$ cat src/sv/jse_pkg.sv
// ----------------------------------------------------------------------------
// JSON string escaper package
// Shared payload types, classification record and character constants.
// ----------------------------------------------------------------------------
package jse_pkg;

    // Characters used in the escaped text.
    localparam logic [15:0] CH_QUOTE  = 16'h0022;
    localparam logic [15:0] CH_BSLASH = 16'h005C;
    localparam logic [15:0] CH_LOW_B  = 16'h0062;
    localparam logic [15:0] CH_LOW_F  = 16'h0066;
    localparam logic [15:0] CH_LOW_N  = 16'h006E;
    localparam logic [15:0] CH_LOW_R  = 16'h0072;
    localparam logic [15:0] CH_LOW_T  = 16'h0074;
    localparam logic [15:0] CH_LOW_U  = 16'h0075;

    // Control characters with a short escape.
    localparam logic [15:0] CTL_BS = 16'h0008;
    localparam logic [15:0] CTL_HT = 16'h0009;
    localparam logic [15:0] CTL_LF = 16'h000A;
    localparam logic [15:0] CTL_FF = 16'h000C;
    localparam logic [15:0] CTL_CR = 16'h000D;

    // Units below this value are control characters.
    localparam logic [15:0] FIRST_PRINTABLE = 16'h0020;

    // Queue between front and back.
    localparam int QUEUE_DEPTH = 2;

    // Input request payload.
    typedef struct packed {
        logic [15:0] code_unit;
        logic        carries_unit;
        logic        starts_string;
        logic        ends_string;
    } in_t;

    // Output request payload.
    typedef struct packed {
        logic [15:0] out_unit;
        logic        last_of_run;
    } out_t;

    // Shape of the body emitted between the optional quotes.
    typedef enum logic [1:0] {
        BODY_NONE,
        BODY_PLAIN,
        BODY_PAIR,
        BODY_HEX
    } body_t;

    // Classified request handed from the front to the back.
    typedef struct packed {
        logic        open_q;
        logic        close_q;
        body_t       body;
        logic [15:0] unit;
        logic [3:0]  total;
    } cls_t;

    // Number of units in a body of the given shape.
    function automatic logic [2:0] body_len(input body_t b);
        logic [2:0] len;
        case (b)
            BODY_PLAIN: len = 3'd1;
            BODY_PAIR:  len = 3'd2;
            BODY_HEX:   len = 3'd6;
            default:    len = 3'd0;
        endcase
        return len;
    endfunction

    // Lowercase hex character for a nibble.
    function automatic logic [15:0] hex_char(input logic [3:0] v);
        logic [15:0] ch;
        if (v < 4'd10)
        begin
            ch = 16'h0030 + {12'd0, v};
        end
        else
        begin
            ch = 16'h0061 + {12'd0, v - 4'd10};
        end
        return ch;
    endfunction

endpackage

$ cat src/sv/jse_front.sv
// ----------------------------------------------------------------------------
// JSON string escaper front end
// Masks the incoming unit and classifies the request into a compact record.
// ----------------------------------------------------------------------------
module jse_front #(
    parameter int UNIT_BITS = 8
) (
    input  logic           in_valid,
    output logic           in_ready,
    input  jse_pkg::in_t   in_data,
    output logic           push_valid,
    input  logic           push_ready,
    output jse_pkg::cls_t  push_data
);

    localparam logic [15:0] UNIT_MASK = 16'((32'd1 << UNIT_BITS) - 32'd1);

    logic [15:0]   unit;
    jse_pkg::cls_t rec;

    // Classify the unit by its escape form.
    always_comb
    begin
        unit          = in_data.code_unit & UNIT_MASK;
        rec.open_q    = in_data.starts_string;
        rec.close_q   = in_data.ends_string;
        rec.unit      = unit;
        rec.body      = jse_pkg::BODY_NONE;
        if (in_data.carries_unit)
        begin
            if (unit == jse_pkg::CH_QUOTE || unit == jse_pkg::CH_BSLASH)
            begin
                rec.body = jse_pkg::BODY_PAIR;
            end
            else if (unit >= jse_pkg::FIRST_PRINTABLE)
            begin
                rec.body = jse_pkg::BODY_PLAIN;
            end
            else
            begin
                rec.body = jse_pkg::BODY_PAIR;
                case (unit)
                    jse_pkg::CTL_BS: rec.unit = jse_pkg::CH_LOW_B;
                    jse_pkg::CTL_FF: rec.unit = jse_pkg::CH_LOW_F;
                    jse_pkg::CTL_LF: rec.unit = jse_pkg::CH_LOW_N;
                    jse_pkg::CTL_CR: rec.unit = jse_pkg::CH_LOW_R;
                    jse_pkg::CTL_HT: rec.unit = jse_pkg::CH_LOW_T;
                    default:         rec.body = jse_pkg::BODY_HEX;
                endcase
            end
        end
        rec.total = {3'd0, rec.open_q} + {3'd0, rec.close_q}
                  + {1'b0, jse_pkg::body_len(rec.body)};
    end

    // Requests that produce nothing are taken and dropped here.
    assign push_data  = rec;
    assign push_valid = in_valid && (rec.total != 4'd0);
    assign in_ready   = push_ready;

endmodule

$ cat src/sv/jse_queue.sv
// ----------------------------------------------------------------------------
// JSON string escaper queue
// Small FIFO of classified requests between the front and back ends.
// ----------------------------------------------------------------------------
module jse_queue (
    input  logic           clk,
    input  logic           rst_n,
    input  logic           push_valid,
    output logic           push_ready,
    input  jse_pkg::cls_t  push_data,
    output logic           pop_valid,
    input  logic           pop_ready,
    output jse_pkg::cls_t  pop_data
);

    localparam int PTR_BITS = (jse_pkg::QUEUE_DEPTH > 1) ? $clog2(jse_pkg::QUEUE_DEPTH) : 1;
    localparam int CNT_BITS = $clog2(jse_pkg::QUEUE_DEPTH + 1);

    jse_pkg::cls_t         mem_reg [jse_pkg::QUEUE_DEPTH];
    logic [PTR_BITS-1:0]   wr_ptr_reg;
    logic [PTR_BITS-1:0]   rd_ptr_reg;
    logic [CNT_BITS-1:0]   count_reg;
    logic                  do_push;
    logic                  do_pop;

    // Handshake status.
    assign push_ready = (count_reg != CNT_BITS'(jse_pkg::QUEUE_DEPTH));
    assign pop_valid  = (count_reg != '0);
    assign pop_data   = mem_reg[rd_ptr_reg];
    assign do_push    = push_valid && push_ready;
    assign do_pop     = pop_valid && pop_ready;

    // Entry storage.
    always_ff @(posedge clk)
    begin
        if (do_push)
        begin
            mem_reg[wr_ptr_reg] <= push_data;
        end
    end

    // Pointers and fill count.
    always_ff @(posedge clk or negedge rst_n)
    begin
        if (!rst_n)
        begin
            wr_ptr_reg <= '0;
            rd_ptr_reg <= '0;
            count_reg  <= '0;
        end
        else
        begin
            if (do_push)
            begin
                wr_ptr_reg <= (wr_ptr_reg == PTR_BITS'(jse_pkg::QUEUE_DEPTH - 1))
                            ? '0 : wr_ptr_reg + 1'b1;
            end
            if (do_pop)
            begin
                rd_ptr_reg <= (rd_ptr_reg == PTR_BITS'(jse_pkg::QUEUE_DEPTH - 1))
                            ? '0 : rd_ptr_reg + 1'b1;
            end
            if (do_push && !do_pop)
            begin
                count_reg <= count_reg + 1'b1;
            end
            else if (do_pop && !do_push)
            begin
                count_reg <= count_reg - 1'b1;
            end
        end
    end

endmodule

$ cat src/sv/jse_back.sv
// ----------------------------------------------------------------------------
// JSON string escaper back end
// Walks a classified request into out_data_reg, one unit per unstalled cycle.
// ----------------------------------------------------------------------------
module jse_back (
    input  logic           clk,
    input  logic           rst_n,
    input  logic           pop_valid,
    output logic           pop_ready,
    input  jse_pkg::cls_t  pop_data,
    output logic           out_valid,
    input  logic           out_ready,
    output jse_pkg::out_t  out_data
);

    logic [2:0]    idx_reg;
    logic [2:0]    idx_next;
    logic          out_valid_reg;
    jse_pkg::out_t out_data_reg;
    logic          load;
    logic          step;
    logic          last;
    logic [2:0]    pos;
    logic [15:0]   unit_sel;

    // Pick the unit at the current position of the request.
    always_comb
    begin
        load     = !out_valid_reg || out_ready;
        step     = pop_valid && load;
        last     = ({1'b0, idx_reg} == (pop_data.total - 4'd1));
        pos      = idx_reg - {2'd0, pop_data.open_q};
        unit_sel = jse_pkg::CH_QUOTE;
        if (!(pop_data.open_q && idx_reg == 3'd0)
            && pos < jse_pkg::body_len(pop_data.body))
        begin
            case (pop_data.body)
                jse_pkg::BODY_PLAIN:
                begin
                    unit_sel = pop_data.unit;
                end
                jse_pkg::BODY_PAIR:
                begin
                    unit_sel = (pos == 3'd0) ? jse_pkg::CH_BSLASH : pop_data.unit;
                end
                jse_pkg::BODY_HEX:
                begin
                    case (pos)
                        3'd0:    unit_sel = jse_pkg::CH_BSLASH;
                        3'd1:    unit_sel = jse_pkg::CH_LOW_U;
                        3'd2:    unit_sel = jse_pkg::hex_char(pop_data.unit[15:12]);
                        3'd3:    unit_sel = jse_pkg::hex_char(pop_data.unit[11:8]);
                        3'd4:    unit_sel = jse_pkg::hex_char(pop_data.unit[7:4]);
                        default: unit_sel = jse_pkg::hex_char(pop_data.unit[3:0]);
                    endcase
                end
                default:
                begin
                    unit_sel = jse_pkg::CH_QUOTE;
                end
            endcase
        end
        idx_next  = idx_reg;
        if (step)
        begin
            idx_next = last ? 3'd0 : idx_reg + 3'd1;
        end
        pop_ready = step && last;
    end

    // Output data register.
    always_ff @(posedge clk)
    begin
        if (step)
        begin
            out_data_reg.out_unit    <= unit_sel;
            out_data_reg.last_of_run <= last;
        end
    end

    // Position counter and output valid.
    always_ff @(posedge clk or negedge rst_n)
    begin
        if (!rst_n)
        begin
            idx_reg       <= '0;
            out_valid_reg <= 1'b0;
        end
        else
        begin
            idx_reg <= idx_next;
            if (load)
            begin
                out_valid_reg <= pop_valid;
            end
        end
    end

    assign out_valid = out_valid_reg;
    assign out_data  = out_data_reg;

endmodule

$ cat src/sv/json_string_escaper.sv
// ----------------------------------------------------------------------------
// JSON string escaper
// Quotes and escapes a stream of string code units into JSON text.
// ----------------------------------------------------------------------------
//   Channel   Direction  Handshake            Payload
//   in        input      in_valid / in_ready  jse_pkg::in_t  (one code unit)
//   out       output     out_valid/out_ready  jse_pkg::out_t (one text unit)
//
// The output runs at one unit per cycle while out_ready is high; a request
// holds the back-end sequencer until all the units it produces (1 to 8)
// are sent, and one that produces nothing is taken and dropped at the front.
// A two-entry queue lets the front accept while the back is busy.
// Reset clears the queue, the sequencer position and the output valid.
// A stalled output holds its register; the queue fills and then holds input.
// ----------------------------------------------------------------------------
module json_string_escaper #(
    parameter int UNIT_BITS = 8
) (
    input  logic          clk,
    input  logic          rst_n,
    input  logic          in_valid,
    output logic          in_ready,
    input  jse_pkg::in_t  in_data,
    output logic          out_valid,
    input  logic          out_ready,
    output jse_pkg::out_t out_data
);

    logic          push_valid;
    logic          push_ready;
    jse_pkg::cls_t push_data;
    logic          pop_valid;
    logic          pop_ready;
    jse_pkg::cls_t pop_data;

    // Classification.
    jse_front #(
        .UNIT_BITS (UNIT_BITS)
    ) u_front (
        .in_valid   (in_valid),
        .in_ready   (in_ready),
        .in_data    (in_data),
        .push_valid (push_valid),
        .push_ready (push_ready),
        .push_data  (push_data)
    );

    // Decoupling queue.
    jse_queue u_queue (
        .clk        (clk),
        .rst_n      (rst_n),
        .push_valid (push_valid),
        .push_ready (push_ready),
        .push_data  (push_data),
        .pop_valid  (pop_valid),
        .pop_ready  (pop_ready),
        .pop_data   (pop_data)
    );

    // Unit sequencer.
    jse_back u_back (
        .clk       (clk),
        .rst_n     (rst_n),
        .pop_valid (pop_valid),
        .pop_ready (pop_ready),
        .pop_data  (pop_data),
        .out_valid (out_valid),
        .out_ready (out_ready),
        .out_data  (out_data)
    );

endmodule

$ cat config.mk
export PLATFORM = sky130hd
export DESIGN_NAME = json_string_escaper
export DESIGN_NICKNAME = d
export VERILOG_FILES = /design/src/sv/jse_pkg.sv /design/src/sv/jse_front.sv /design/src/sv/jse_queue.sv /design/src/sv/jse_back.sv /design/src/sv/json_string_escaper.sv
export SDC_FILE = /design/constraint.sdc
export NUM_CORES = 1
export LEC_CHECK = 0
export ABC_AREA = 1
export BUFFER_PORTS_ARGS = -buffer_cell sky130_fd_sc_hd__buf_4
export CAP_MARGIN = 10
export CORE_MARGIN = 4
export CORE_UTILIZATION = 52
export CTS_BUF_LIST = sky130_fd_sc_hd__clkbuf_16
export CTS_CLUSTER_DIAMETER = 60
export CTS_CLUSTER_SIZE = 24
export DETAILED_ROUTE_END_ITERATION = 16
export GPL_ROUTABILITY_DRIVEN = 0
export PLACE_DENSITY = 0.76
export SYNTH_ARGS = -nofsm -noshare
export SYNTH_HDL_FRONTEND = slang
export SYNTH_SLANG_ARGS = --single-unit
export TNS_END_PERCENT = 1
$ cat constraint.sdc
create_clock -name clk -period 2.7 [get_ports clk]
set_input_delay 0.27 -clock clk [delete_from_list [all_inputs] [get_ports clk]]
set_output_delay 0.27 -clock clk [all_outputs]
set_load 0.02 [all_outputs]
==> results of run 1 <==
[synthesized netlist by cell type, drive strengths merged]
library cell / n / share of area [%]
nand2: 95 / 12
inv: 60 / 7.5
edfxtp: 39 / 39
nor2: 34 / 4.9
o21ai: 24 / 4.8
nand3: 21 / 3.7
ha: 17 / 7.1
a21oi: 12 / 2.1
buf: 10 / 2.8
dfrtp: 8 / 6.7
xor2: 8 / 2.3
or2: 5 / 1.0
nor3: 4 / 0.67
nand4: 3 / 0.63
o22ai: 3 / 0.63
a21boi: 2 / 0.50
xnor2: 2 / 0.59
a211oi: 1 / 0.25
a22oi: 1 / 0.25
clkbuf: 1 / 0.13
conb: 1 / 0.13
fa: 1 / 0.67
mux2i: 1 / 0.33
nand3b: 1 / 0.25
o211ai: 1 / 0.25
o31ai: 1 / 0.25
[cells by family after synthesis]
| group | share of synthesized area [%] |
|---|---|
| other | 0.125 |
| AND/OR/NAND/NOR | 23.5 |
| AO/OA/AOI/OAI | 9.04 |
| multiplexers | 0.335 |
| adder cells (fa/ha/maj) | 7.79 |
| flip-flops | 45.9 |
| buffers and inverters | 10.4 |
| XOR/XNOR | 2.93 |
[metal layers]
| metal | GRT usage, % | routed length (microns) | part of all wire [%] | up-vias |
|---|---|---|---|---|
| li1 | - | - | - | 1257 |
| met1 | 18.7 | 2340 | 42 | 1087 |
| met2 | 29.1 | 2810 | 51 | 66 |
| met3 | 3.36 | 271 | 4.9 | 12 |
| met4 | 4.97 | 117 | 2.1 | 0 |
| met5 | 0 | 0 | 0 | - |
[final cells by class]
class                   count  area (sq um)
flip-flops and latches     47          1370
repair buffers             54           440
fillers                   457          1890
inverters                  60           225
clock inverters             3          22.5
well taps                  72          90.1
clock buffers               5           125
multi-input cells         245          1380
[what timing repair did]
item,CTS,global route
hold buffers,1,0
endpoints found under the setup margin,0,4
buffers inserted,0,3
endpoints found under the hold margin,8,0
gates resized for setup,0,12
[critical path: stages (launching register included)]
cell,delay (ns)
dfrtp_2,0.42
inv_2,0.06
nand2_1,0.07
nand2_2,0.06
ha_1,0.19
ha_1,0.20
or2_2,0.30
nand2_2,0.08
inv_1,0.07
ha_1,0.28
a21boi_1,0.14
nor2_2,0.16
nand2_2,0.11
nor2_1,0.10
nand2_1,0.05
[worst paths after layout]
kind                                                  start                                to  slack, ns  depth (start not counted)
max in group asynchronous                             rst_n    u_queue.rd_ptr_reg$_DFFE_PN0P_       2.23                          2
setup / recovery             u_queue.rd_ptr_reg$_DFFE_PN0P_  u_back.out_data[2]$_SDFFCE_PN1P_       0.15                         14
min in group asynchronous                             rst_n     u_back.idx_reg[0]$_DFFE_PN0P_       0.33                          2
setup reg to reg             u_queue.rd_ptr_reg$_DFFE_PN0P_  u_back.out_data[2]$_SDFFCE_PN1P_       0.15                         14
hold reg to reg            u_queue.count_reg[0]$_DFFE_PN0P_  u_queue.count_reg[0]$_DFFE_PN0P_       0.47                          1
hold / removal                                    out_ready      u_back.out_valid$_DFFE_PN0N_       0.17                          2
[placed cells by master, fill, tap and decap left out, drive strengths merged]
cell,netlist,routed
clkinv,0,1
conb,1,8
fa,1,1
clkbuf,1,5
xnor2,2,2
edfxtp,39,39
nand4,3,3
buf,10,53
dfrtp,8,8
a22oi,1,1
o211ai,1,1
nor3,4,4
nand2,95,95
dlygate4sd3,0,1
inv,60,62
ha,17,17
o31ai,1,1
a21oi,12,12
a211oi,1,1
o22ai,3,3
nand3b,1,1
a21boi,2,2
xor2,8,8
or2,5,5
mux2i,1,1
nand3,21,21
nor2,34,34
o21ai,24,24
[through the flow]
step	worst slack [ns]	cell area (sq um)	hold WS (ns)	utilization, %	setup TNS (ns)
global placement	-0.213	3420	0.0952	61.8	-0.213
floorplan	0.0264	3020	-0.0256	-	0
finish	0.145	3650	0.175	65.9	0
detailed placement	-0.276	3420	0.0953	61.8	-0.306
global route	-0.000732	3650	0.171	65.9	-0.000732
CTS	0.0269	3580	0.174	64.6	0
[power groups by stage]
stage                     combinational [mW]  clock (mW)  sequential (mW)
final                                   2.30       0.614             1.17
after global routing                    2.58       0.657             1.19
after CTS                               2.22       0.624             1.17
after detailed placement                2.19           0             1.18
after floorplan                         1.54           0             1.26
after global placement                  2.12           0             1.17
==> results.toml, run 1 <==
[sta]
fmax_mhz = 391
period_share_pct = 94.6
report.final.slew_viol_count = 0
min_period_ns = 2.56
hold_viol_final = 0
skew_ns = 0.00217
setup_viol = 0

[final_layout]
largest_reg_flops = 30
final_layout_size_suffix_gt1_share_pct = 22.9
area_growth_pct = 22.2
nNetsFinal = 454
finalNonFillerCells = 486
diodes = 0

[clock_tree]
cts_buffers = 5
root_buffer = "clkbuf_16"
clockBufferDepth = 2
htreeDepth = 2
cts_tree = "yes"
clock_latency_ns = 0.28
clkSinkCount = 47
clk_pin_slew_ns = 0.06

[power]
total_leakage_power_nw = 1.76
power_frac_clock_pct = 15.0
power_density_nw_per_um2 = 1120
swShare_pct = 43.2
p_comb_share_pct = 56.3
fin_total_pwr_mw = 4.08
seqPwrFrac_pct = 28.7
intPower_mw = 2.32
ir_drop_mv = 0.526
p_sw_mw = 1.76

[yosys]
syn-instance-count = 356
yosys_warnings = 0
synth_area_sq_um = 2990
syn_avg_cell_area_sq_um = 8.40
synth_cell_types = 37
yosysSeqAreaShare_pct = 45.9
ys_seq_elements = 47

[floorplanning]
coreArea_sq_um = 5540
ios = 42
row_count = 27
fp.dieArea_sq_um = 7020
die_w_microns = 83.8
dieHeight_microns = 83.8
start_util_pct = 54.0

[status]
status = "finished, final reports clean"

[drt]
vias = 2422
routedWlPerCell_microns = 11.4
dr.pass1.iters = 4
routed_wl_mm = 5.54
drt_iter0_markers = 91
drcViolationCount = 0
postRouteAntennaNets = 0
viasPerCell = 4.98

[grt]
grt_pass1_vias = 2166
grt_pass1_wl_mm = 9.16
antenna_found_initial = 0
grt.overflow.total = 0
grt.total_usage_pct = 16.0
grt_max_degree = 17

[placed_design]
place_inst = 474
dp_hpwl_mm = 4.29
port_buffers = 25

[worst_setup_path]
crit_type = "reg2reg"
cp.arrival_ns = 2.59
endpoint_kind = "register"
cp_max_fo = 6
crit_required_ns = 2.74
start_kind = "register"

[hold_path]
hp-class = "in2reg"

[run]
drv_cap = 0
(Power assumes the default switching activity.)
==> run 2: changes to the inputs <==
- ABC_AREA: 1 -> not set
- CORE_UTILIZATION: 52 -> 55
- PLACE_DENSITY: 0.76 -> 0.77
- clock period: 2.7 -> 2.65 ns (I/O delays scaled with it)
==> run 2 against run 1 <==
The run now ends with negative setup slack left. Die area fell by 5.4%. Non-clock buffer count grew 4. Largest cell class unchanged. Sequential cell count is the same. Routed wire length grew 5.6%. Power fell by 1.6%. Count of clock-buffer cells in the layout unchanged. Area after synthesis fell by 0.54%. Core utilization increased by 5.4 points. Largest power group unchanged. Clock power grew 13%. Cell area rose by 0.99%. Combinational power down 8%. Sequential share of layout area fell by 0.40 points.
==> results.toml, run 2 <==
[status]
status = "finished with violations"
failed_checks = "negative setup slack"

[yosys]
yosys_warnings = 0
synth_top_cell_area_share_pct = 39.4
yosysTopAreaCell = "edfxtp_1"
syn-instance-count = 268
synth-edff-count = 39
synth_common_cells = "edfxtp_1, nor2_1, ha_1"
synth.area.top_cells = "edfxtp_1, ha_1, dfrtp_1"
syn_avg_cell_area_sq_um = 11.1
ys_seq_elements = 47
synthFlopType = "edfxtp_1"
yosysMostFrequentCell = "edfxtp_1"
async_reset_ff_share_pct = 17.0
yosysSeqAreaShare_pct = 46.1
synth_area_sq_um = 2970
synth_cell_types = 59

[worst_setup_path]
slowest_delay_ns = 0.54
endpoint_kind = "register"
path_buf_inv = 1
cp_cell_sequence = "buf_6 > or4b_4 > o22ai_4 > nand2_1 > nand2_1 > nor2_1 > ha_2 > fa_2 > mux2_4 > o311a_4 > ha_4 > xor2_1 > nor2_1 > xor2_1"
cp_max_fo = 4
slowest_stage = "or4b_4"
crit_required_ns = 2.85
cp.arrival_ns = 3.00
cp_top_family = "simple AND/OR/NAND/NOR gates"
start_kind = "input pin"
crit_type = "in2reg"

[power]
power_density_nw_per_um2 = 1090
fin_total_pwr_mw = 4.02
total_leakage_power_nw = 1.48
ir_drop_mv = 0.570

[run]
drv_cap = 0

[clock_tree]
root_buffer = "clkbuf_16"
cts_tree = "yes"
clk_pin_slew_ns = 0.06
clock_latency_ns = 0.28
htreeDepth = 2
clockBufferDepth = 2
clkSinkCount = 47
cts_buffers = 5

[drt]
vias = 2175
drt_iter0_markers = 112
viasPerCell = 5.48
dr.pass1.iters = 4
postRouteAntennaNets = 0
drcViolationCount = 0
routed_wl_mm = 5.85
routedWlPerCell_microns = 14.7

[final_layout]
largest_reg_flops = 30
finalNonFillerCells = 397
post-route-util_pct = 71.3
area_growth_pct = 24.1
final.fill_count = 359
diodes = 0
mostFrequentLayoutCells = "buf_4, edfxtp_1, nor2_1"
final_layout_size_suffix_gt1_share_pct = 28.7
final_common_cell = "buf_4"
nNetsFinal = 367

[floorplanning]
ios = 42
die_w_microns = 81.5
dieHeight_microns = 81.5
row_count = 26
coreArea_sq_um = 5170
start_util_pct = 57.5
fp.dieArea_sq_um = 6650

[sta]
period_share_pct = 106
hold_viol_final = 0
rsz0062_at_grt = "yes"
setup_viol = 31
fmax_mhz = 357
skew_ns = 0.00284
fin_worst_hold_slack_ns = 0.190
setup_ws_ns = -0.150
report.final.slew_viol_count = 0
min_period_ns = 2.80

[grt]
grt.overflow.total = 0
use_met1_pct = 22.1
antenna_found_initial = 0
grt_pass1_vias = 2114
grt_use_met3_pct = 4.17
grt.total_usage_pct = 18.7
grt_pass1_wl_mm = 9.44
busiest_layer = "met2"
use_met2_pct = 32.8
grt_max_degree = 30

[placed_design]
port_buffers = 25
place_inst = 386
dp_hpwl_mm = 4.50

[hold_path]
hp-class = "in2reg"
-- run 2: through the flow --
step	TNS, ns	setup WS [ns]	cell area [sq um]
2_1_floorplan	-10.18	-0.360	3040
3_3_place_gp	-15.33	-0.483	3460
3_5_place_dp	-16.65	-0.568	3460
4_1_cts	-3.37	-0.150	3650
5_1_grt	-6.41	-0.244	3690
6_report	-3.20	-0.150	3690
-- run 2: where the power goes --
| group | internal [mW] | switching [mW] |
|---|---|---|
| logic | 0.932 | 1.18 |
| clock network | 0.441 | 0.252 |
| registers | 1.08 | 0.134 |
| total | 2.45 | 1.56 |
-- run 2: logic make-up after synthesis --
kind of cell | synth area share [%]
compound gates | 13.5
buf+inv | 5.01
flops | 46.1
mux | 6.61
simple gates | 14.7
fa+ha+maj | 7.83
other cells | 0.126
xor+xnor | 6.10
-- run 2: area by class of cell --
type / count / area [sq um] / area share (%)
clock buffers: 5 / 125 / 3.39
clock inverters: 3 / 41.3 / 1.12
inverters: 13 / 48.8 / 1.32
multi-input cells: 201 / 1560 / 42.2
flip-flops and latches: 47 / 1370 / 37.2
well taps: 70 / 87.6 / 2.37
repair buffers: 58 / 458 / 12.4
-- run 2: timing repair --
| action | in CTS | in global routing |
|---|---|---|
| pin swaps | 8 | 1 |
| endpoints found under the hold margin | 8 | 0 |
| buffers inserted | 1 | 1 |
| hold buffers | 1 | 0 |
| endpoints found under the setup margin | 33 | 36 |
| gates resized for setup | 3 | 6 |
-- run 2: layer usage --
layer | share of wire [%] | vias up
li1 | - | 1089
met3 | 6.1 | 21
met5 | 0 | -
met4 | 2.9 | 0
met2 | 49 | 84
met1 | 42 | 981
-- run 2: worst paths after layout --
kind,start,endpoint,slack (ns),depth (start not counted)
max in group asynchronous,rst_n,u_back.out_valid$_DFFE_PN0N_,2.18,2
min in group asynchronous,rst_n,u_back.idx_reg[2]$_DFFE_PN0P_,0.34,2
setup reg to reg,u_queue.rd_ptr_reg$_DFFE_PN0P_,u_queue.count_reg[1]$_DFFE_PN0P_,-0.06,11
hold reg to reg,u_queue.wr_ptr_reg$_DFFE_PN0P_,u_queue.wr_ptr_reg$_DFFE_PN0P_,0.52,1
hold / removal,in_data[1],u_queue.mem_reg[0][23]$_DFFE_PP_,0.19,1
setup / recovery,in_data[7],u_queue.count_reg[1]$_DFFE_PN0P_,-0.15,14
